===== src/rtl/core/hnlp_pkg.sv =====
// Shared types, constants and helpers for the HDL number literal parser.
// No dependencies; every other file of the block imports this package.
package hnlp_pkg;

   // Sizes fixed by the interface
   localparam int VALUE_W           = 64;
   localparam int WIDTH_W           = 7;
   localparam int CHAR_W            = 8;
   localparam int SIZE_W            = 17;
   localparam int COUNT_W           = 16;
   localparam int QUEUE_DEPTH       = 2;

   // Defaults for the top-level parameters
   localparam int MAX_WIDTH_DEF     = 64;
   localparam int UNSIZED_WIDTH_DEF = 32;

   // Saturation points of the size and digit counters
   localparam logic [SIZE_W-1:0]  SIZE_SAT  = '1;
   localparam logic [COUNT_W-1:0] COUNT_SAT = '1;

   // Radix codes
   localparam logic [2:0] RK_DEC = 3'd0;
   localparam logic [2:0] RK_BIN = 3'd1;
   localparam logic [2:0] RK_OCT = 3'd2;
   localparam logic [2:0] RK_HEX = 3'd3;
   localparam logic [2:0] RK_STR = 3'd4;

   // Characters with a role of their own
   localparam logic [CHAR_W-1:0] CH_TICK  = 8'h27;
   localparam logic [CHAR_W-1:0] CH_QUOTE = 8'h22;
   localparam logic [CHAR_W-1:0] CH_US    = 8'h5F;

   // Input item
   typedef struct packed {
      logic [CHAR_W-1:0] character;
      logic              last_character;
   } hnlp_req_type;

   // Result item
   typedef struct packed {
      logic [VALUE_W-1:0] value_bits;
      logic [VALUE_W-1:0] unknown_bits;
      logic [WIDTH_W-1:0] width;
      logic               is_signed;
      logic               bad_character;
      logic               leading_underscore;
      logic               excess_digits;
      logic               width_too_large;
   } hnlp_rsp_type;

   // Classified character, front to back
   typedef struct packed {
      logic [CHAR_W-1:0] chr;
      logic              last;
      logic              is_dig;
      logic              is_hex;
      logic [3:0]        dval;
      logic              is_x;
      logic              is_z;
      logic              is_s;
      logic              is_us;
      logic              is_tick;
      logic              is_quote;
      logic              base_hit;
      logic [2:0]        base_rk;
   } hnlp_token_type;

   // Parser state at the end of a literal, back to result stage
   typedef struct packed {
      logic [2:0]         radix;
      logic               held_valid;
      logic               held_quote;
      logic [COUNT_W-1:0] count;
      logic [SIZE_W-1:0]  size;
      logic               size_given;
      logic               open_phase;
      logic               signed_flag;
      logic               bad;
      logic               leadus;
      logic               inv_seen;
      logic [COUNT_W-1:0] last_inv;
   } hnlp_snap_type;

   // floor(x / 3) for x below 256
   function automatic logic [6:0] div3(input logic [7:0] x);
      logic [15:0] p;
      p = {8'b0, x} * 16'd171;
      return p[15:9];
   endfunction

endpackage


===== src/rtl/core/hnlp_front.sv =====
// Front of the literal parser: accepts characters, classifies them and
// queues the classified items for the back. Depends on hnlp_pkg.
module hnlp_front
   import hnlp_pkg::*;
(
   input  logic           clock,
   input  logic           reset,
   input  logic           req_valid,
   output logic           req_ready,
   input  hnlp_req_type   req_data,
   output logic           tok_valid,
   input  logic           tok_pop,
   output hnlp_token_type tok
);

   localparam int PTR_W  = $clog2(QUEUE_DEPTH);
   localparam int FILL_W = $clog2(QUEUE_DEPTH + 1);

   localparam logic [CHAR_W-1:0] LC_A = 8'h61;
   localparam logic [CHAR_W-1:0] LC_F = 8'h66;
   localparam logic [CHAR_W-1:0] LC_B = 8'h62;
   localparam logic [CHAR_W-1:0] LC_O = 8'h6F;
   localparam logic [CHAR_W-1:0] LC_H = 8'h68;
   localparam logic [CHAR_W-1:0] LC_D = 8'h64;
   localparam logic [CHAR_W-1:0] LC_S = 8'h73;
   localparam logic [CHAR_W-1:0] LC_X = 8'h78;
   localparam logic [CHAR_W-1:0] LC_Z = 8'h7A;
   localparam logic [CHAR_W-1:0] CH_0 = 8'h30;
   localparam logic [CHAR_W-1:0] CH_9 = 8'h39;

   hnlp_token_type cls;
   logic [CHAR_W-1:0] lc;

   hnlp_token_type     q_ff [QUEUE_DEPTH];
   logic [PTR_W-1:0]   wr_ptr_ff, wr_ptr_in;
   logic [PTR_W-1:0]   rd_ptr_ff, rd_ptr_in;
   logic [FILL_W-1:0]  fill_ff, fill_in;
   logic               push;

   // Classification; OR-ing 0x20 folds upper-case letters onto lower-case
   always_comb begin
      lc           = req_data.character | 8'h20;
      cls.chr      = req_data.character;
      cls.last     = req_data.last_character;
      cls.is_dig   = (req_data.character >= CH_0) && (req_data.character <= CH_9);
      cls.is_hex   = cls.is_dig || ((lc >= LC_A) && (lc <= LC_F));
      cls.dval     = cls.is_dig ? req_data.character[3:0] : lc[3:0] + 4'd9;
      cls.is_x     = (lc == LC_X);
      cls.is_z     = (lc == LC_Z);
      cls.is_s     = (lc == LC_S);
      cls.is_us    = (req_data.character == CH_US);
      cls.is_tick  = (req_data.character == CH_TICK);
      cls.is_quote = (req_data.character == CH_QUOTE);
      cls.base_hit = 1'b1;
      case (lc)
         LC_B:    cls.base_rk = RK_BIN;
         LC_O:    cls.base_rk = RK_OCT;
         LC_H:    cls.base_rk = RK_HEX;
         LC_D:    cls.base_rk = RK_DEC;
         default: begin
            cls.base_rk  = RK_DEC;
            cls.base_hit = 1'b0;
         end
      endcase
   end

   // Queue control
   assign req_ready = (fill_ff != FILL_W'(QUEUE_DEPTH));
   assign push      = req_valid && req_ready;
   assign tok_valid = (fill_ff != '0);
   assign tok       = q_ff[rd_ptr_ff];

   always_comb begin
      wr_ptr_in = push    ? wr_ptr_ff + 1'b1 : wr_ptr_ff;
      rd_ptr_in = tok_pop ? rd_ptr_ff + 1'b1 : rd_ptr_ff;
      fill_in   = fill_ff + FILL_W'(push) - FILL_W'(tok_pop);
   end

   always_ff @(posedge clock) begin
      if (reset) begin
         wr_ptr_ff <= '0;
         rd_ptr_ff <= '0;
         fill_ff   <= '0;
      end else begin
         wr_ptr_ff <= wr_ptr_in;
         rd_ptr_ff <= rd_ptr_in;
         fill_ff   <= fill_in;
      end
   end

   // Queue storage
   always_ff @(posedge clock) begin
      if (push) begin
         q_ff[wr_ptr_ff] <= cls;
      end
   end

endmodule


===== src/rtl/core/hnlp_back.sv =====
// Back of the literal parser (uses hnlp_pkg): a phase machine that folds
// at most one classified token per cycle into size, value planes and flags.
module hnlp_back
   import hnlp_pkg::*;
#(
   parameter int MAX_WIDTH = MAX_WIDTH_DEF
) (
   input  logic                 clock,
   input  logic                 reset,
   input  logic                 tok_valid,
   input  hnlp_token_type       tok,
   output logic                 tok_pop,
   output logic                 snap_valid,
   input  logic                 snap_ready,
   output hnlp_snap_type        snap,
   output logic [MAX_WIDTH-1:0] snap_known,
   output logic [MAX_WIDTH-1:0] snap_unknown
);

   localparam logic [2:0] PH_START  = 3'd0;
   localparam logic [2:0] PH_LEAD   = 3'd1;
   localparam logic [2:0] PH_TICK   = 3'd2;
   localparam logic [2:0] PH_SIGN   = 3'd3;
   localparam logic [2:0] PH_FIRST  = 3'd4;
   localparam logic [2:0] PH_BODY   = 3'd5;
   localparam logic [2:0] PH_STRING = 3'd6;

   logic [2:0]           phase_ff, phase_in;
   logic [2:0]           radix_ff, radix_in;
   logic                 signed_ff, signed_in;
   logic [SIZE_W-1:0]    size_ff, size_in;
   logic [MAX_WIDTH-1:0] known_ff, known_in;
   logic [MAX_WIDTH-1:0] unknown_ff, unknown_in;
   logic [COUNT_W-1:0]   count_ff, count_in;
   logic [COUNT_W-1:0]   last_inv_ff, last_inv_in;
   logic                 inv_seen_ff, inv_seen_in;
   logic                 bad_ff, bad_in;
   logic                 leadus_ff, leadus_in;
   logic                 nondig_ff, nondig_in;
   logic [CHAR_W-1:0]    held_ff, held_in;
   logic                 held_valid_ff, held_valid_in;
   logic                 size_given_ff, size_given_in;

   logic                 do_lead, lead_first, do_after, do_first, do_body, do_string;
   logic [MAX_WIDTH-1:0] known_x10;
   logic [20:0]          size_x10;
   logic [COUNT_W-1:0]   count_inc;
   logic [3:0]           dig_a, dig_b;
   logic                 dig_bad;

   // A final character waits until the result stage can take the snapshot
   assign tok_pop    = tok_valid && (!tok.last || snap_ready);
   assign snap_valid = tok_valid && tok.last;

   // Shared arithmetic
   always_comb begin
      known_x10 = (known_ff << 3) + (known_ff << 1) + MAX_WIDTH'(tok.dval);
      size_x10  = ({4'b0, size_ff} << 3) + ({4'b0, size_ff} << 1) + 21'(tok.dval);
      count_inc = (count_ff == COUNT_SAT) ? count_ff : count_ff + 1'b1;
   end

   // Next parser state for the character at the queue head
   always_comb begin
      phase_in      = phase_ff;
      radix_in      = radix_ff;
      signed_in     = signed_ff;
      size_in       = size_ff;
      known_in      = known_ff;
      unknown_in    = unknown_ff;
      count_in      = count_ff;
      last_inv_in   = last_inv_ff;
      inv_seen_in   = inv_seen_ff;
      bad_in        = bad_ff;
      leadus_in     = leadus_ff;
      nondig_in     = nondig_ff;
      held_in       = held_ff;
      held_valid_in = held_valid_ff;
      size_given_in = size_given_ff;
      do_lead       = 1'b0;
      lead_first    = 1'b0;
      do_after      = 1'b0;
      do_first      = 1'b0;
      do_body       = 1'b0;
      do_string     = 1'b0;
      dig_a         = 4'd0;
      dig_b         = 4'd0;
      dig_bad       = 1'b0;

      // Phase dispatch
      case (phase_ff)
         PH_START: begin
            if (tok.is_quote) begin
               radix_in = RK_STR;
               phase_in = PH_STRING;
            end else if (tok.is_tick) begin
               phase_in = PH_TICK;
            end else begin
               phase_in   = PH_LEAD;
               signed_in  = 1'b1;
               do_lead    = 1'b1;
               lead_first = 1'b1;
            end
         end
         PH_LEAD: do_lead = 1'b1;
         PH_TICK: begin
            if (tok.is_s) begin
               signed_in = 1'b1;
               phase_in  = PH_SIGN;
            end else begin
               do_after = 1'b1;
            end
         end
         PH_SIGN:  do_after = 1'b1;
         PH_FIRST: do_first = 1'b1;
         PH_BODY:  do_body = 1'b1;
         default:  do_string = 1'b1;
      endcase

      // Size or unbased decimal digits before any tick
      if (do_lead) begin
         if (tok.is_dig) begin
            size_in  = (size_x10 > 21'(SIZE_SAT)) ? SIZE_SAT : size_x10[SIZE_W-1:0];
            known_in = known_x10;
         end else if (tok.is_tick) begin
            bad_in        = bad_ff | nondig_ff;
            leadus_in     = 1'b0;
            nondig_in     = 1'b0;
            size_given_in = 1'b1;
            known_in      = '0;
            signed_in     = 1'b0;
            phase_in      = PH_TICK;
         end else if (tok.is_us) begin
            nondig_in = 1'b1;
            if (lead_first) begin
               leadus_in = 1'b1;
            end
         end else begin
            nondig_in = 1'b1;
            bad_in    = 1'b1;
         end
      end

      // Base letter, or a decimal body that starts right here
      if (do_after) begin
         if (tok.base_hit) begin
            radix_in = tok.base_rk;
            phase_in = PH_FIRST;
         end else begin
            radix_in  = RK_DEC;
            signed_in = 1'b1;
            do_first  = 1'b1;
         end
      end

      // First body character
      if (do_first) begin
         if (tok.is_us) begin
            leadus_in = 1'b1;
         end
         phase_in = PH_BODY;
         do_body  = 1'b1;
      end

      // Body digit
      if (do_body && !tok.is_us) begin
         if (radix_in == RK_DEC) begin
            if (tok.is_dig) begin
               known_in = known_x10;
            end else begin
               bad_in = 1'b1;
            end
         end else begin
            if (tok.is_x) begin
               dig_a = 4'hF;
               dig_b = 4'hF;
            end else if (tok.is_z) begin
               dig_b = 4'hF;
            end else begin
               case (radix_in)
                  RK_BIN:  dig_bad = !(tok.is_dig && (tok.dval <= 4'd1));
                  RK_OCT:  dig_bad = !(tok.is_dig && (tok.dval <= 4'd7));
                  default: dig_bad = !tok.is_hex;
               endcase
               dig_a = dig_bad ? 4'd0 : tok.dval;
            end
            case (radix_in)
               RK_BIN: begin
                  known_in   = (known_ff << 1) | MAX_WIDTH'(dig_a[0]);
                  unknown_in = (unknown_ff << 1) | MAX_WIDTH'(dig_b[0]);
               end
               RK_OCT: begin
                  known_in   = (known_ff << 3) | MAX_WIDTH'(dig_a[2:0]);
                  unknown_in = (unknown_ff << 3) | MAX_WIDTH'(dig_b[2:0]);
               end
               default: begin
                  known_in   = (known_ff << 4) | MAX_WIDTH'(dig_a);
                  unknown_in = (unknown_ff << 4) | MAX_WIDTH'(dig_b);
               end
            endcase
            count_in = count_inc;
            if (dig_bad) begin
               inv_seen_in = 1'b1;
               last_inv_in = count_inc - 1'b1;
            end
         end
      end

      // String byte: the newest byte is held back as a possible closing quote
      if (do_string) begin
         if (held_valid_ff) begin
            known_in = (known_ff << 8) | MAX_WIDTH'(held_ff);
            count_in = count_inc;
         end
         held_in       = tok.chr;
         held_valid_in = 1'b1;
      end
   end

   // Snapshot of the state after the final character
   always_comb begin
      snap.radix       = radix_in;
      snap.held_valid  = held_valid_in;
      snap.held_quote  = (held_in == CH_QUOTE);
      snap.count       = count_in;
      snap.size        = size_in;
      snap.size_given  = size_given_in;
      snap.open_phase  = (phase_in == PH_TICK) || (phase_in == PH_SIGN) ||
                         (phase_in == PH_FIRST);
      snap.signed_flag = signed_in;
      snap.bad         = bad_in;
      snap.leadus      = leadus_in;
      snap.inv_seen    = inv_seen_in;
      snap.last_inv    = last_inv_in;
      snap_known       = known_in;
      snap_unknown     = unknown_in;
   end

   // State registers; a finished literal returns the parser to its start
   always_ff @(posedge clock) begin
      if (reset || (tok_pop && tok.last)) begin
         phase_ff      <= PH_START;
         radix_ff      <= RK_DEC;
         signed_ff     <= 1'b0;
         size_ff       <= '0;
         known_ff      <= '0;
         unknown_ff    <= '0;
         count_ff      <= '0;
         last_inv_ff   <= '0;
         inv_seen_ff   <= 1'b0;
         bad_ff        <= 1'b0;
         leadus_ff     <= 1'b0;
         nondig_ff     <= 1'b0;
         held_ff       <= '0;
         held_valid_ff <= 1'b0;
         size_given_ff <= 1'b0;
      end else if (tok_pop) begin
         phase_ff      <= phase_in;
         radix_ff      <= radix_in;
         signed_ff     <= signed_in;
         size_ff       <= size_in;
         known_ff      <= known_in;
         unknown_ff    <= unknown_in;
         count_ff      <= count_in;
         last_inv_ff   <= last_inv_in;
         inv_seen_ff   <= inv_seen_in;
         bad_ff        <= bad_in;
         leadus_ff     <= leadus_in;
         nondig_ff     <= nondig_in;
         held_ff       <= held_in;
         held_valid_ff <= held_valid_in;
         size_given_ff <= size_given_in;
      end
   end

endmodule


===== src/rtl/core/hnlp_finish.sv =====
// Result stage of the literal parser: registers the end-of-literal
// snapshot, works out width, masks and flags, and holds the result item.
// Uses hnlp_pkg.
module hnlp_finish
   import hnlp_pkg::*;
#(
   parameter int MAX_WIDTH     = MAX_WIDTH_DEF,
   parameter int UNSIZED_WIDTH = UNSIZED_WIDTH_DEF
) (
   input  logic                 clock,
   input  logic                 reset,
   input  logic                 snap_valid,
   output logic                 snap_ready,
   input  hnlp_snap_type        snap,
   input  logic [MAX_WIDTH-1:0] snap_known,
   input  logic [MAX_WIDTH-1:0] snap_unknown,
   output logic                 rsp_valid,
   input  logic                 rsp_ready,
   output hnlp_rsp_type         rsp_data
);

   hnlp_snap_type        s_ff;
   logic [MAX_WIDTH-1:0] known_ff, unknown_ff;
   logic                 s_valid_ff, s_valid_in;
   hnlp_rsp_type         rsp_ff, rsp_in;
   logic                 rsp_valid_ff, rsp_valid_in;
   logic                 load, snap_take;

   logic [18:0]          w_raw;
   logic                 over;
   logic [WIDTH_W-1:0]   w;
   logic                 based;
   logic [COUNT_W-1:0]   cm1, gap;
   logic [17:0]          span;
   logic [WIDTH_W-1:0]   lim;
   logic                 late_bad;
   logic [MAX_WIDTH-1:0] mask;

   // Handshakes around the two registers
   assign load       = s_valid_ff && (!rsp_valid_ff || rsp_ready);
   assign snap_ready = !s_valid_ff || load;
   assign snap_take  = snap_valid && snap_ready;

   always_comb begin
      s_valid_in   = snap_take || (s_valid_ff && !load);
      rsp_valid_in = load || (rsp_valid_ff && !rsp_ready);
   end

   // Width, clamp and mask
   always_comb begin
      if (s_ff.radix == RK_STR) begin
         w_raw = {s_ff.count, 3'b000};
      end else if (s_ff.size_given) begin
         w_raw = 19'(s_ff.size);
      end else begin
         w_raw = 19'(UNSIZED_WIDTH);
      end
      over = (w_raw > 19'(MAX_WIDTH));
      w    = over ? WIDTH_W'(MAX_WIDTH) : w_raw[WIDTH_W-1:0];
      mask = ~({MAX_WIDTH{1'b1}} << w);
   end

   // Digits beyond the width: excess count and late invalid digits
   always_comb begin
      based = (s_ff.radix == RK_BIN) || (s_ff.radix == RK_OCT) ||
              (s_ff.radix == RK_HEX);
      cm1   = s_ff.count - 1'b1;
      gap   = cm1 - s_ff.last_inv;
      case (s_ff.radix)
         RK_BIN: begin
            span = 18'(cm1);
            lim  = w;
         end
         RK_OCT: begin
            span = 18'(cm1) + (18'(cm1) << 1);
            lim  = div3(8'(w) + 8'd2);
         end
         default: begin
            span = 18'(cm1) << 2;
            lim  = WIDTH_W'((8'(w) + 8'd3) >> 2);
         end
      endcase
      late_bad = based && (s_ff.count != '0) && s_ff.inv_seen &&
                 (gap <= COUNT_W'(lim));
   end

   // Result item
   always_comb begin
      rsp_in.value_bits         = VALUE_W'(known_ff & mask);
      rsp_in.unknown_bits       = based ? VALUE_W'(unknown_ff & mask) : '0;
      rsp_in.width              = w;
      rsp_in.is_signed          = s_ff.signed_flag;
      rsp_in.bad_character      = s_ff.bad || s_ff.open_phase || late_bad ||
                                  ((s_ff.radix == RK_STR) &&
                                   !(s_ff.held_valid && s_ff.held_quote));
      rsp_in.leading_underscore = s_ff.leadus;
      rsp_in.excess_digits      = based && (s_ff.count != '0) && (span >= 18'(w));
      rsp_in.width_too_large    = over && ((s_ff.radix == RK_STR) || s_ff.size_given);
   end

   always_ff @(posedge clock) begin
      if (reset) begin
         s_valid_ff   <= 1'b0;
         rsp_valid_ff <= 1'b0;
      end else begin
         s_valid_ff   <= s_valid_in;
         rsp_valid_ff <= rsp_valid_in;
      end
   end

   always_ff @(posedge clock) begin
      if (snap_take) begin
         s_ff       <= snap;
         known_ff   <= snap_known;
         unknown_ff <= snap_unknown;
      end
      if (load) begin
         rsp_ff <= rsp_in;
      end
   end

   assign rsp_valid = rsp_valid_ff;
   assign rsp_data  = rsp_ff;

endmodule


===== src/rtl/core/hdl_number_literal_parser.sv =====
// HDL number literal parser, top level: front, back and result stage.
// Takes one character per cycle, back to back, while the queue has room; the
// snapshot is registered, then the result item waits in an output register.
// A stalled output stops the back only at a final character, then the queue fills.
// Synchronous active-high reset empties the queue and all stages and returns
// the parser to the start of a literal.
module hdl_number_literal_parser
   import hnlp_pkg::*;
#(
   parameter int MAX_WIDTH     = MAX_WIDTH_DEF,
   parameter int UNSIZED_WIDTH = UNSIZED_WIDTH_DEF
) (
   input  logic         clock,
   input  logic         reset,
   input  logic         req_valid,
   output logic         req_ready,
   input  hnlp_req_type req_data,
   output logic         rsp_valid,
   input  logic         rsp_ready,
   output hnlp_rsp_type rsp_data
);

   hnlp_token_type       tok;
   logic                 tok_valid, tok_pop;
   hnlp_snap_type        snap;
   logic                 snap_valid, snap_ready;
   logic [MAX_WIDTH-1:0] snap_known, snap_unknown;

   // Classify and queue characters
   hnlp_front u_front (
      .clock     (clock),
      .reset     (reset),
      .req_valid (req_valid),
      .req_ready (req_ready),
      .req_data  (req_data),
      .tok_valid (tok_valid),
      .tok_pop   (tok_pop),
      .tok       (tok)
   );

   // Parse at most one character per cycle
   hnlp_back #(
      .MAX_WIDTH (MAX_WIDTH)
   ) u_back (
      .clock        (clock),
      .reset        (reset),
      .tok_valid    (tok_valid),
      .tok          (tok),
      .tok_pop      (tok_pop),
      .snap_valid   (snap_valid),
      .snap_ready   (snap_ready),
      .snap         (snap),
      .snap_known   (snap_known),
      .snap_unknown (snap_unknown)
   );

   // Build and hold the result item
   hnlp_finish #(
      .MAX_WIDTH     (MAX_WIDTH),
      .UNSIZED_WIDTH (UNSIZED_WIDTH)
   ) u_finish (
      .clock        (clock),
      .reset        (reset),
      .snap_valid   (snap_valid),
      .snap_ready   (snap_ready),
      .snap         (snap),
      .snap_known   (snap_known),
      .snap_unknown (snap_unknown),
      .rsp_valid    (rsp_valid),
      .rsp_ready    (rsp_ready),
      .rsp_data     (rsp_data)
   );

endmodule


===== config.mk =====
export PLATFORM = sky130hd
export DESIGN_NAME = hdl_number_literal_parser
export DESIGN_NICKNAME = d
export VERILOG_FILES = /design/src/rtl/core/hnlp_pkg.sv /design/src/rtl/core/hnlp_front.sv /design/src/rtl/core/hnlp_back.sv /design/src/rtl/core/hnlp_finish.sv /design/src/rtl/core/hdl_number_literal_parser.sv
export SDC_FILE = /design/constraint.sdc
export NUM_CORES = 2
export LEC_CHECK = 0
export BUFFER_PORTS_ARGS = -buffer_cell sky130_fd_sc_hd__buf_2
export CORE_MARGIN = 8
export CORE_UTILIZATION = 45
export CTS_CLUSTER_DIAMETER = 50
export CTS_CLUSTER_SIZE = 8
export DETAILED_ROUTE_END_ITERATION = 10
export PLACE_DENSITY = 0.75
export SLEW_MARGIN = 20
export SYNTH_ARGS = -nofsm -noshare
export SYNTH_HDL_FRONTEND = slang
export SYNTH_HIERARCHICAL = 1
export SYNTH_SLANG_ARGS = --single-unit

===== constraint.sdc =====
create_clock -name clock -period 8.4 [get_ports clock]
set_input_delay 1.26 -clock clock [delete_from_list [all_inputs] [get_ports clock]]
set_output_delay 1.26 -clock clock [all_outputs]
set_load 0.01 [all_outputs]

==> results.py <==
metrics = {
    "drt": {
        "ant_nets": 0,
        "routedWlPerCell_microns": 23.50,
        "drt-pass1-iter-count": 11,
        "drtIter0Drc": 5545,
        "vias": 34600,
        "vias_per_cell": 6.461,
        "wirelength_microns": 125800,
        "drc": 17,
    },
    "sta": {
        "setup_viol": 0,
        "tightestPinTransition_ps": 1227,
        "final.setup.tns_ps": 0,
        "rsz0062_at_grt": "false",
        "final-hold-violation-count": 0,
        "relSlewSlack": 0.1736,
        "fin_skew_ps": 52.61,
        "period_share": 0.9627,
        "finalCriticalPeriod_ps": 8087,
        "clock.fmax_mhz": 123.7,
        "drv_slew": 0,
    },
    "final_layout": {
        "layout-drive-gt1-share": 0.1013,
        "synthToLayoutAreaGrowth_pct": 11.24,
        "multi_input_area_sq_um": 20640,
        "regArea_sq_um": 15390,
        "finalInstanceArea_sq_um": 41670,
        "fin_nets": 4482,
        "fillers": 7525,
    },
    "floorplan": {
        "die_area_sq_um": 92730,
        "row_count": 106,
        "initial_core_util": 0.4512,
        "die_width_microns": 304.5,
        "dieHeight_microns": 304.5,
        "core_area_sq_um": 83020,
        "io-pin-count": 155,
    },
    "power": {
        "clkPwrFrac": 0.221,
        "intPower_uw": 8218,
        "p_per_area_nw_per_um2": 359.8,
        "p_sw_uw": 6775,
        "seq_power_share": 0.285,
        "power_frac_comb": 0.494,
        "vdd_ir_drop_max_mv": 0.3835,
        "p_leak_uw": 0.01618,
        "p_sw_frac": 0.4519,
    },
    "grt": {
        "grt_pass1_wl_microns": 191000,
        "track_usage": 0.2574,
        "grt_max_degree": 170,
        "grt_pass1_vias": 31720,
        "antenna_found_initial": 13,
        "grt.overflow.total": 0,
    },
    "yosys": {
        "syn_area_sq_um": 37460,
        "synthArstFlopShare": 0,
        "avgSynthCellArea_sq_um": 8.961,
        "ys_ff_latch": 581,
        "yosysTopAreaCell": "edfxtp_1",
        "yosysSeqAreaShare": 0.4110,
        "synth_area_leaders": "edfxtp_1, dfxtp_1, ha_1",
        "synth_edf_count": 376,
        "synth_warnings": 6,
        "ys.flop_type": "edfxtp_1",
        "synth.distinct_cells": 106,
        "postSynthCellCount": 4180,
        "netlist.area_leader.share": 0.3014,
    },
    "worst_setup_path": {
        "crit_required_ps": 8870,
        "critPathMaxFanout": 10,
        "slowest_stage": "or4_4",
        "max_stage_delay_ps": 600,
        "critical_path_class": "reg2reg",
        "critical_path_arrival_ps": 8560,
        "worstSetupStartpointType": "flop",
        "critPathCaptureType": "flop",
    },
    "cts": {
        "cts_hold_buf": 0,
        "htree_num_levels": 3,
        "cts_tree": "done",
        "cts.reportedPaths.clkPinSlew_ps": 50,
        "numCtsBuffers": 85,
        "cts_buffer_depth": 3,
        "clock_sinks": 581,
        "cts-root-buf": "clkbuf_16",
        "clock_latency_ps": 660,
    },
    "placed_design": {
        "io_buffers": 154,
        "finalWeightedCongestion": 0.9924,
        "place_area_sq_um": 38940,
        "post-dp-hpwl_microns": 89260,
    },
    "outcome": {
        "status": "complete, but fails checks",
        "violations": "DRC",
    },
    "flow_run": {
        "drv_cap": 0,
    },
    "hold_path": {
        "hp-class": "reg2reg",
    },
}
final timing paths:
kind                            from              endpoint  slack (ps)  cells after the start
setup / recovery   u_finish/s_ff[50]  u_finish/rsp_data[3]         310                     31
hold / removal    u_finish/rsp_in[4]  u_finish/rsp_data[4]         430                      0
setup reg to reg   u_finish/s_ff[50]  u_finish/rsp_data[3]         310                     31
hold reg to reg   u_finish/rsp_in[4]  u_finish/rsp_data[4]         430                      0
cell type report:
class / instances / share of cell area
inverters: 101 / 0.009189
multi-input cells: 3217 / 0.4954
clock buffers: 146 / 0.05780
repair buffers: 211 / 0.02955
clock inverters: 10 / 0.005585
well taps: 1080 / 0.03243
flip-flops and latches: 581 / 0.3695
diodes: 9 / 0.0005405
per-stage QoR:
step | utilization | setup WS, ps | hold slack [ps] | total power [uW] | cells
floorplan | - | 214.7 | 400.3 | 9172 | 4184
global placement | 0.4689 | 218.3 | 412.1 | 11280 | 5188
detailed placement | 0.4691 | 113.4 | 419.7 | 11400 | 5189
CTS | 0.5009 | 111.0 | 442.0 | 14740 | 5345
global route | 0.5017 | 9.925 | 439.5 | 15670 | 5348
finish | 0.5019 | 313.2 | 432.4 | 14990 | 5355
power groups by stage:
stage | combinational, uW | clock [uW] | sequential [uW]
CTS | 7150 | 3350 | 4240
global placement | 7010 | 0 | 4270
finish | 7410 | 3310 | 4270
detailed placement | 7110 | 0 | 4290
global route | 7910 | 3470 | 4300
floorplan | 4950 | 0 | 4230
cells by family (layout without fill, tap and decap cells):
logic type	after synthesis	after routing	synth area share
and+or+nand+nor	1372	1372	0.1680
AOI/OAI and AO/OA	1361	1361	0.2328
DFF	581	581	0.4110
buffers and inverters	386	468	0.04229
adders and majority gates	272	272	0.09447
xor gates and xnor gates	153	153	0.03577
muxes	53	53	0.01550
other	2	15	0.0002005
registers in the layout, indices dropped and copies added (netlist names), 2 cells and up, named ones only:
signal               cells
u_back/known_ff         64
u_back/count_ff         16
u_back/radix_ff          3
u_finish/s_ff           58
u_back/size_ff          17
u_finish/rsp_data      140
u_finish/rsp_in          2
u_front/fill_ff          2
u_back/held_ff           8
u_finish/unknown_ff     64
u_back/last_inv_ff      16
u_front/q_ff            48
u_finish/known_ff       64
u_back/phase_ff          3
u_back/unknown_ff       64
Yosys cell counts, types with 59 or more instances:
cell type and number:
nand2_1 622, a21oi_1 387, edfxtp_1 376, nor2_1 294
o21ai_0 272, ha_1 254, dfxtp_1 205, clkbuf_1 189
o22ai_1 152, xnor2_1 98, inv_1 93, and3_1 79
nand3_1 79, o221ai_1 78, nor3_1 59
layout by cell type, fill, tap and decap left out, drive strengths merged, types with 18 or more instances in the layout:
cell type  instances
a21o              50
edfxtp           376
clkbuf           146
fa                18
o31ai             22
nand4             37
a211oi            55
xnor2             98
nor2             298
xor2              55
a221oi            27
buf              211
nand2            624
inv               99
o21ai            288
nand2b            31
mux2              37
and3              79
nand3             80
a21oi            388
a22oi             22
and2              46
o211ai            28
nor2b             27
o21a              37
nor3              61
o22ai            152
ha               254
a31oi             39
o221ai            78
dfxtp            205
worst max-delay path, delay by kind of cell (launching register included):
| family | cells | cell delay, ps |
|---|---|---|
| buf+inv | 4 | 620 |
| fa+ha+maj | 5 | 1710 |
| xor+xnor | 1 | 150 |
| compound gates | 11 | 2260 |
| flops | 1 | 440 |
| simple gates | 10 | 2720 |
layer usage:
| layer | up-vias | wire, microns | track usage |
|---|---|---|---|
| met2 | 2348 | 54560 | 0.3967 |
| met1 | 16200 | 49190 | 0.3360 |
| li1 | 15600 | - | - |
| met4 | 10 | 7370 | 0.1303 |
| met5 | - | 67 | 0 |
| met3 | 442 | 14640 | 0.06247 |
repair_timing:
action / 4_1_cts / 5_1_grt
endpoints found under the setup margin: 0 / 1
resized for setup: 0 / 10
buffers inserted: 0 / 1
Note: power is estimated with default switching activity, not from simulation.
